===== config.mk =====
export PLATFORM = sky130hd
export DESIGN_NAME = handle_id_table
export DESIGN_NICKNAME = d
export VERILOG_FILES = /design/src/rtl/hidt_pkg.sv /design/src/rtl/hidt_ctrl.sv /design/src/rtl/hidt_dp.sv /design/src/rtl/handle_id_table.sv
export SDC_FILE = /design/constraint.sdc
export NUM_CORES = 2
export LEC_CHECK = 0
export ABC_CLOCK_PERIOD_IN_PS = 12400
export BUFFER_PORTS_ARGS = -buffer_cell sky130_fd_sc_hd__buf_4
export CORE_ASPECT_RATIO = 0.8
export CORE_MARGIN = 2
export CORE_UTILIZATION = 62
export CTS_CLUSTER_SIZE = 24
export DETAILED_ROUTE_END_ITERATION = 10
export GPL_ROUTABILITY_DRIVEN = 0
export PLACE_DENSITY = 0.79
export SYNTH_ARGS = -nofsm -noshare
export SYNTH_HDL_FRONTEND = slang
export SYNTH_SLANG_ARGS = --single-unit

===== constraint.sdc =====
create_clock -name clk -period 12.4 [get_ports clk]
set_input_delay 0.62 -clock clk [delete_from_list [all_inputs] [get_ports clk]]
set_output_delay 0.62 -clock clk [all_outputs]
set_load 0.005 [all_outputs]

===== src/rtl/hidt_pkg.sv =====
// Package for the handle/identifier table: sizes, command and status codes,
// transaction structs and the controller command struct. No dependencies.
`default_nettype none

package hidt_pkg;

    localparam int CAPACITY   = 16;
    localparam int SLOT_BITS  = (CAPACITY > 1) ? $clog2(CAPACITY) : 1;
    localparam int ID_BITS    = 32;
    localparam int VALUE_BITS = 32;

    localparam logic [1:0] CMD_ADD = 2'd0;
    localparam logic [1:0] CMD_GET = 2'd1;
    localparam logic [1:0] CMD_DEL = 2'd2;

    localparam logic [1:0] ST_OK        = 2'd0;
    localparam logic [1:0] ST_NOT_FOUND = 2'd1;
    localparam logic [1:0] ST_NULL      = 2'd2;
    localparam logic [1:0] ST_FULL      = 2'd3;

    typedef struct packed {
        logic [1:0]            cmd;
        logic [ID_BITS-1:0]    id;
        logic [VALUE_BITS-1:0] value;
    } hidt_req_t;

    typedef struct packed {
        logic [ID_BITS-1:0]    result_id;
        logic [VALUE_BITS-1:0] result_value;
        logic [1:0]            status;
    } hidt_rsp_t;

    typedef struct packed {
        logic capture;
        logic commit;
    } hidt_ctl_t;

endpackage

`default_nettype wire


===== src/rtl/hidt_ctrl.sv =====
// Controller for the handle/identifier table: two-state sequencer and
// response valid flag. Depends on hidt_pkg.
`default_nettype none

module hidt_ctrl
    import hidt_pkg::*;
(
    input  wire logic      clk,
    input  wire logic      rst_n,
    input  wire logic      req_valid,
    output logic           req_stall,
    output logic           rsp_valid,
    input  wire logic      rsp_stall,
    output hidt_ctl_t      ctl
);

    localparam logic S_IDLE = 1'b0;
    localparam logic S_EXEC = 1'b1;

    logic state_reg;
    logic state_next;
    logic out_valid_reg;
    logic out_valid_next;

    always_comb
    begin
        req_stall      = (state_reg != S_IDLE);
        ctl.capture    = (state_reg == S_IDLE) && req_valid;
        ctl.commit     = (state_reg == S_EXEC) && (!out_valid_reg || !rsp_stall);
        state_next     = state_reg;
        out_valid_next = out_valid_reg && rsp_stall;
        unique case (state_reg)
            S_IDLE:
            begin
                if (ctl.capture)
                begin
                    state_next = S_EXEC;
                end
            end
            S_EXEC:
            begin
                if (ctl.commit)
                begin
                    state_next     = S_IDLE;
                    out_valid_next = 1'b1;
                end
            end
            default:
            begin
                state_next = S_IDLE;
            end
        endcase
    end

    always_ff @(posedge clk or negedge rst_n)
    begin
        if (!rst_n)
        begin
            state_reg     <= S_IDLE;
            out_valid_reg <= 1'b0;
        end
        else
        begin
            state_reg     <= state_next;
            out_valid_reg <= out_valid_next;
        end
    end

    assign rsp_valid = out_valid_reg;

endmodule

`default_nettype wire


===== src/rtl/hidt_dp.sv =====
// Datapath for the handle/identifier table: slot storage, parallel lookup,
// lowest-slot select, identifier counter and response register.
// Depends on hidt_pkg.
`default_nettype none

module hidt_dp
    import hidt_pkg::*;
(
    input  wire logic      clk,
    input  wire logic      rst_n,
    input  wire hidt_ctl_t ctl,
    input  wire hidt_req_t req,
    output hidt_rsp_t      rsp
);

    hidt_req_t             req_reg;
    hidt_rsp_t             rsp_reg;
    hidt_rsp_t             rsp_next;
    logic [CAPACITY-1:0]   valid_reg;
    logic [CAPACITY-1:0]   valid_next;
    logic [ID_BITS-1:0]    ident_mem [CAPACITY];
    logic [VALUE_BITS-1:0] payload_mem [CAPACITY];
    logic [ID_BITS-1:0]    next_ident_reg;
    logic [ID_BITS-1:0]    next_ident_next;

    logic [CAPACITY-1:0]   hit_vec;
    logic [CAPACITY-1:0]   free_vec;
    logic [CAPACITY-1:0]   hit_one;
    logic [CAPACITY-1:0]   free_one;
    logic [SLOT_BITS-1:0]  hit_idx;
    logic [SLOT_BITS-1:0]  free_idx;
    logic [VALUE_BITS-1:0] hit_payload;
    logic                  slot_we;

    always_comb
    begin
        for (int i = 0; i < CAPACITY; i++)
        begin
            hit_vec[i]  = valid_reg[i] && (ident_mem[i] == req_reg.id);
            free_vec[i] = !valid_reg[i];
        end
        // isolate lowest set bit
        hit_one  = hit_vec & (~hit_vec + {{(CAPACITY-1){1'b0}}, 1'b1});
        free_one = free_vec & (~free_vec + {{(CAPACITY-1){1'b0}}, 1'b1});
        hit_idx     = '0;
        free_idx    = '0;
        hit_payload = '0;
        for (int i = 0; i < CAPACITY; i++)
        begin
            if (hit_one[i])
            begin
                hit_idx     = hit_idx | SLOT_BITS'(i);
                hit_payload = hit_payload | payload_mem[i];
            end
            if (free_one[i])
            begin
                free_idx = free_idx | SLOT_BITS'(i);
            end
        end
    end

    always_comb
    begin
        valid_next      = valid_reg;
        next_ident_next = next_ident_reg;
        slot_we         = 1'b0;
        rsp_next.result_id    = '0;
        rsp_next.result_value = '0;
        rsp_next.status       = ST_NOT_FOUND;
        unique case (req_reg.cmd)
            CMD_ADD:
            begin
                if (req_reg.value == '0)
                begin
                    rsp_next.status = ST_NULL;
                end
                else if (free_vec == '0)
                begin
                    rsp_next.status = ST_FULL;
                end
                else
                begin
                    slot_we              = 1'b1;
                    valid_next[free_idx] = 1'b1;
                    rsp_next.result_id   = next_ident_reg;
                    rsp_next.status      = ST_OK;
                    next_ident_next      = (next_ident_reg == '1)
                                         ? {{(ID_BITS-1){1'b0}}, 1'b1}
                                         : next_ident_reg + {{(ID_BITS-1){1'b0}}, 1'b1};
                end
            end
            CMD_GET, CMD_DEL:
            begin
                if (req_reg.id == '0)
                begin
                    rsp_next.status = ST_NULL;
                end
                else if (hit_vec != '0)
                begin
                    rsp_next.status = ST_OK;
                    if (req_reg.cmd == CMD_GET)
                    begin
                        rsp_next.result_value = hit_payload;
                    end
                    else
                    begin
                        valid_next[hit_idx] = 1'b0;
                    end
                end
            end
            default:
            begin
                rsp_next.status = ST_NOT_FOUND;
            end
        endcase
    end

    always_ff @(posedge clk or negedge rst_n)
    begin
        if (!rst_n)
        begin
            valid_reg      <= '0;
            next_ident_reg <= {{(ID_BITS-1){1'b0}}, 1'b1};
        end
        else if (ctl.commit)
        begin
            valid_reg      <= valid_next;
            next_ident_reg <= next_ident_next;
        end
    end

    always_ff @(posedge clk)
    begin
        if (ctl.capture)
        begin
            req_reg <= req;
        end
        if (ctl.commit)
        begin
            rsp_reg <= rsp_next;
            if (slot_we)
            begin
                ident_mem[free_idx]   <= next_ident_reg;
                payload_mem[free_idx] <= req_reg.value;
            end
        end
    end

    assign rsp = rsp_reg;

endmodule

`default_nettype wire


===== src/rtl/handle_id_table.sv =====
// Top level of the handle/identifier table: controller plus datapath.
// Depends on hidt_pkg, hidt_ctrl and hidt_dp.
//
// Each request transaction (add, get or delete) is handled in order: the
// request is registered, then the parallel compare across all 16 slots,
// lowest-slot select and table update load the response register. A new
// request is not taken until the previous one has committed; a response
// held by rsp_stall delays only the commit of the following request. Slot
// valid bits clear at reset, so no clearing pass is needed.
`default_nettype none

module handle_id_table
    import hidt_pkg::*;
(
    input  wire logic      clk,
    input  wire logic      rst_n,
    input  wire logic      req_valid,
    output logic           req_stall,
    input  wire hidt_req_t req,
    output logic           rsp_valid,
    input  wire logic      rsp_stall,
    output hidt_rsp_t      rsp
);

    hidt_ctl_t ctl;

    hidt_ctrl u_ctrl (
        .clk       (clk),
        .rst_n     (rst_n),
        .req_valid (req_valid),
        .req_stall (req_stall),
        .rsp_valid (rsp_valid),
        .rsp_stall (rsp_stall),
        .ctl       (ctl)
    );

    hidt_dp u_dp (
        .clk   (clk),
        .rst_n (rst_n),
        .ctl   (ctl),
        .req   (req),
        .rsp   (rsp)
    );

endmodule

`default_nettype wire


==> metrics list <==
- Endpoint type of the worst setup path: flip-flop
* Reg clk slew, reported paths: 70 ps
- Of the cells placed in the final design, the portion with a size suffix greater than 1 is 0.147.
- Hold violation total from the final report: 0
* Via count: 29,008
- Total leakage power: 19.0 nW
- Largest registers in the final layout: u_dp.ident_mem: 512 flops, u_dp.payload_mem: 512 flops
* Cell depth of the worst flop-to-flop path: 11
- In the layout the commonest cells are sky130_fd_sc_hd__edfxtp_1, sky130_fd_sc_hd__xor2_1, sky130_fd_sc_hd__buf_4.
* Hold path depth: 1
* Arrival time at the worst endpoint: 5520 ps
- Count of state elements after synthesis: 1,206
- During I/O placement, the number of pins put on the boundary was 138.
- In this run, distinct cell masters in the synthesized netlist total 66.
- Number of buffers inserted during clock tree synthesis: 110
- On the critical path, the stage with the largest delay is an instance of sky130_fd_sc_hd__and3_2.
* Number of post-CTS setup repair buffers: 0
- Routed Wire Length: 136,000 um
- Timing would allow up to 195 MHz.
- Number of detailed-route iterations in the first pass: 8
- On the worst path, the slowest cell contributes a delay of 1030 ps.
- The flow ran to the end, and the final reports show no timing, DRC or antenna violations.
- Buffers from clock root to sink, at most: 3
* Number of cells produced by synthesis: 2,856
- Of all flip-flops after synthesis, the portion carrying an async set or reset was 0.0415.
* Via count of the first global-routing pass: 28,794
- Post-synthesis simple-gate area fraction: 0.0712
- When the netlist entered floorplanning its net count stood at 2,931.
* Type of the tightest min-delay check: in -> reg
* Area growth, synth to finish: 13.0%
* PostCTS Resize Cnt: 0
- In this run the core area contains 90 standard-cell rows.
- Total global routing track utilization: 0.343
* Cells along the critical path: buf_4, xnor2_1, nand4_1, nor4_1, and3_2, nor4_4, nand3_1, buf_4, nor2_1, nor4_1, a31oi_1
- Maximum fanout encountered on the critical timing path: 34
* Number of buffers inserted for hold repair after clock tree synthesis: 1
* Violation count after the first detailed-route iteration: 5,373
- Cell at the root of the clock tree: sky130_fd_sc_hd__clkbuf_16
* Area fraction of the dominant cell type after synthesis: 0.729
* Ratio of final minimum period to clock period: 0.413
* Setup TNS: 0 ps
* Final std cell area, no fill: 53,800 um2
* Count of pins over their slew limit: 0
- Critical path required time: 12,800 ps
- The share of the Yosys chip area taken by registers is 0.755.
- Entering global routing, the biggest net connects 68 pins.
- Adder-cell share of the synthesized area: 0.00131
- Clock tree from TritonCTS: done
- In the routed layout, each cell is associated on average with a via count of 6.94.
- The initial utilization of the core area, before any placement, comes to 0.629.
- Power per unit of standard cell area: 161 nW/um2
- Overall die area: 79,100 um2
- Post-placement cell area: 50,100 um2
- Skew-Pair Late Insertion Delay: 710 ps
- Most area-consuming cells after synthesis: sky130_fd_sc_hd__edfxtp_1, sky130_fd_sc_hd__xor2_1, sky130_fd_sc_hd__xnor2_1, sky130_fd_sc_hd__dfrtp_1, sky130_fd_sc_hd__nor4_1
- The initial antenna violation count was 7.
* PnR Total Power: 8.65 mW
- CTS built an H-tree with a depth of 3.
- In this run the tool buffered the top-level ports with 137 buffer cells.
- Avg Inst Size Synth: 16.7 um2
* Nets: 3,150
- The clock drives 1,206 sinks.
- Post-synth EDFFs: 1,156
- Kind of critical path: reg -> reg
* Number of fill cells: 4,448
- From left edge to right edge, the die measures 314 um.
* Die height: 252 um
- VDD sags by at most 0.138 mV.
- Summed over all instances, the cell type with the most area after synthesis is sky130_fd_sc_hd__edfxtp_1.
- Clk_skew: 44.1 ps
- Kind of launch point of the worst setup path: flip-flop
- Average wire per cell in the routed design: 32.4 um
* Setup repair after global routing missed its margin: false
* Mux cell area share after synthesis: 0.000420
* Max-cap violation count: 0
* Dominant combinational cell family by area after synthesis: XOR/XNOR gates
- Commonest non-fill, non-tap cell in the layout: sky130_fd_sc_hd__edfxtp_1
- Global routing finished with a remaining overflow of 0.
* Area of the core: 75,800 um2
- During synthesis, Yosys emitted a total of 0 warnings.
- The first global-routing pass estimated 194,000 um of wire.
- Relative slew slack: 0.00861
* Final routed DRC violation total: 0
- The mapped netlist covers 47,600 um2.
- Of the total synthesized cell area, the portion taken by XOR and XNOR cells is 0.0974.
- At the pin with the least slew margin, the transition time is 1490 ps.
- The HPWL after detailed placement is 76,800 um.
- Among all flip-flop cells after synthesis, the most frequent one is sky130_fd_sc_hd__edfxtp_1.
- The clock period could shrink to 5120 ps.
- Once detail routing completed, the nets flagged for antenna violations numbered 0.
* Compound-Gate Fraction of Synth Area: 0.0553
* Total of endpoints with negative setup slack in the final report: 0
[cells in the mapped netlist (3+ instances only)]
cell type / n
sky130_fd_sc_hd__dfrtp_1: 49
sky130_fd_sc_hd__a31oi_1: 48
sky130_fd_sc_hd__inv_1: 15
sky130_fd_sc_hd__clkbuf_1: 55
sky130_fd_sc_hd__nor2b_1: 3
sky130_fd_sc_hd__a21boi_1: 14
sky130_fd_sc_hd__nor4_1: 140
sky130_fd_sc_hd__a222oi_1: 65
sky130_fd_sc_hd__nand3_1: 41
sky130_fd_sc_hd__a21boi_0: 19
sky130_fd_sc_hd__edfxtp_1: 1156
sky130_fd_sc_hd__nor4_4: 4
sky130_fd_sc_hd__nor2_1: 65
sky130_fd_sc_hd__a21oi_1: 85
sky130_fd_sc_hd__xor2_1: 346
sky130_fd_sc_hd__or4_1: 6
sky130_fd_sc_hd__buf_4: 26
sky130_fd_sc_hd__nor3_1: 42
sky130_fd_sc_hd__xnor2_1: 184
sky130_fd_sc_hd__ha_1: 5
sky130_fd_sc_hd__buf_2: 42
sky130_fd_sc_hd__nor4b_1: 3
sky130_fd_sc_hd__a22o_1: 65
sky130_fd_sc_hd__or3_1: 4
sky130_fd_sc_hd__and3_1: 105
sky130_fd_sc_hd__and4_1: 5
sky130_fd_sc_hd__buf_6: 22
sky130_fd_sc_hd__nand4_1: 65
sky130_fd_sc_hd__nor4_2: 6
sky130_fd_sc_hd__nand2_1: 76
sky130_fd_sc_hd__nand2b_1: 8
sky130_fd_sc_hd__o21ai_0: 47
[path summary, 6_finish.rpt]
check / from / endpoint / slack, ps
max: u_dp.req_reg[53] / u_dp.rsp[33] / 7280
min: req[64] / u_dp.req_reg[64] / 80
max reg2reg: u_dp.req_reg[53] / u_dp.rsp[33] / 7280
min reg2reg: u_ctrl.rsp_valid / u_ctrl.req_stall / 560
max in group asynchronous: rst_n / u_dp.valid_reg[9] / 11400
min in group asynchronous: rst_n / u_ctrl.req_stall / 520
[cells by family after synthesis]
| logic type | after synthesis |
|---|---|
| DFF | 1206 |
| and+or+nand+nor | 586 |
| xor gates and xnor gates | 530 |
| AOI/OAI and AO/OA | 365 |
| buffers and inverters | 162 |
| adders and majority gates | 5 |
| muxes | 2 |
[per-layer routing]
metal | wire length, um | track usage | vias to the layer above
li1 | - | - | 11542
met1 | 48000 | 0.493 | 14322
met2 | 58600 | 0.495 | 2768
met3 | 23600 | 0.110 | 374
met4 | 5240 | 0.129 | 2
met5 | 108 | 0 | -
[power breakdown]
| group | switching, mW | internal (mW) |
|---|---|---|
| combinational | 0.339 | 0.152 |
| clock | 1.51 | 1.97 |
| sequential | 0.0982 | 4.58 |
[metrics by stage]
step / cells / setup WS [ps] / hold WS (ps) / utilization
2_1_floorplan: 2856 / 2210 / 324 / -
3_3_place_gp: 3974 / 7700 / 519 / 0.661
3_5_place_dp: 3974 / 7600 / 541 / 0.661
4_1_cts: 4178 / 7550 / 63.5 / 0.710
5_1_grt: 4178 / 7140 / 64.9 / 0.710
6_report: 4181 / 7280 / 83.7 / 0.710
[critical path, delay by kind of cell, from the launching register on]
kind | cells | cell delay (ps)
AOI/OAI and AO/OA | 1 | 250
xor gates and xnor gates | 1 | 190
buffers and inverters | 2 | 800
DFF | 1 | 330
and+or+nand+nor | 7 | 3190
[final cells by class]
cell class / instances / area, um2 / share of cell area
clock inverter: 72 / 817 / 0.0152
clock buffer: 131 / 2890 / 0.0537
timing repair buffer: 253 / 1900 / 0.0353
antenna: 3 / 7.51 / 0.000139
multi-input combinational: 1488 / 10900 / 0.203
sequential: 1206 / 36000 / 0.668
inverter: 16 / 61.3 / 0.00114
tap: 1012 / 1270 / 0.0235
(Power assumes the default switching activity.)
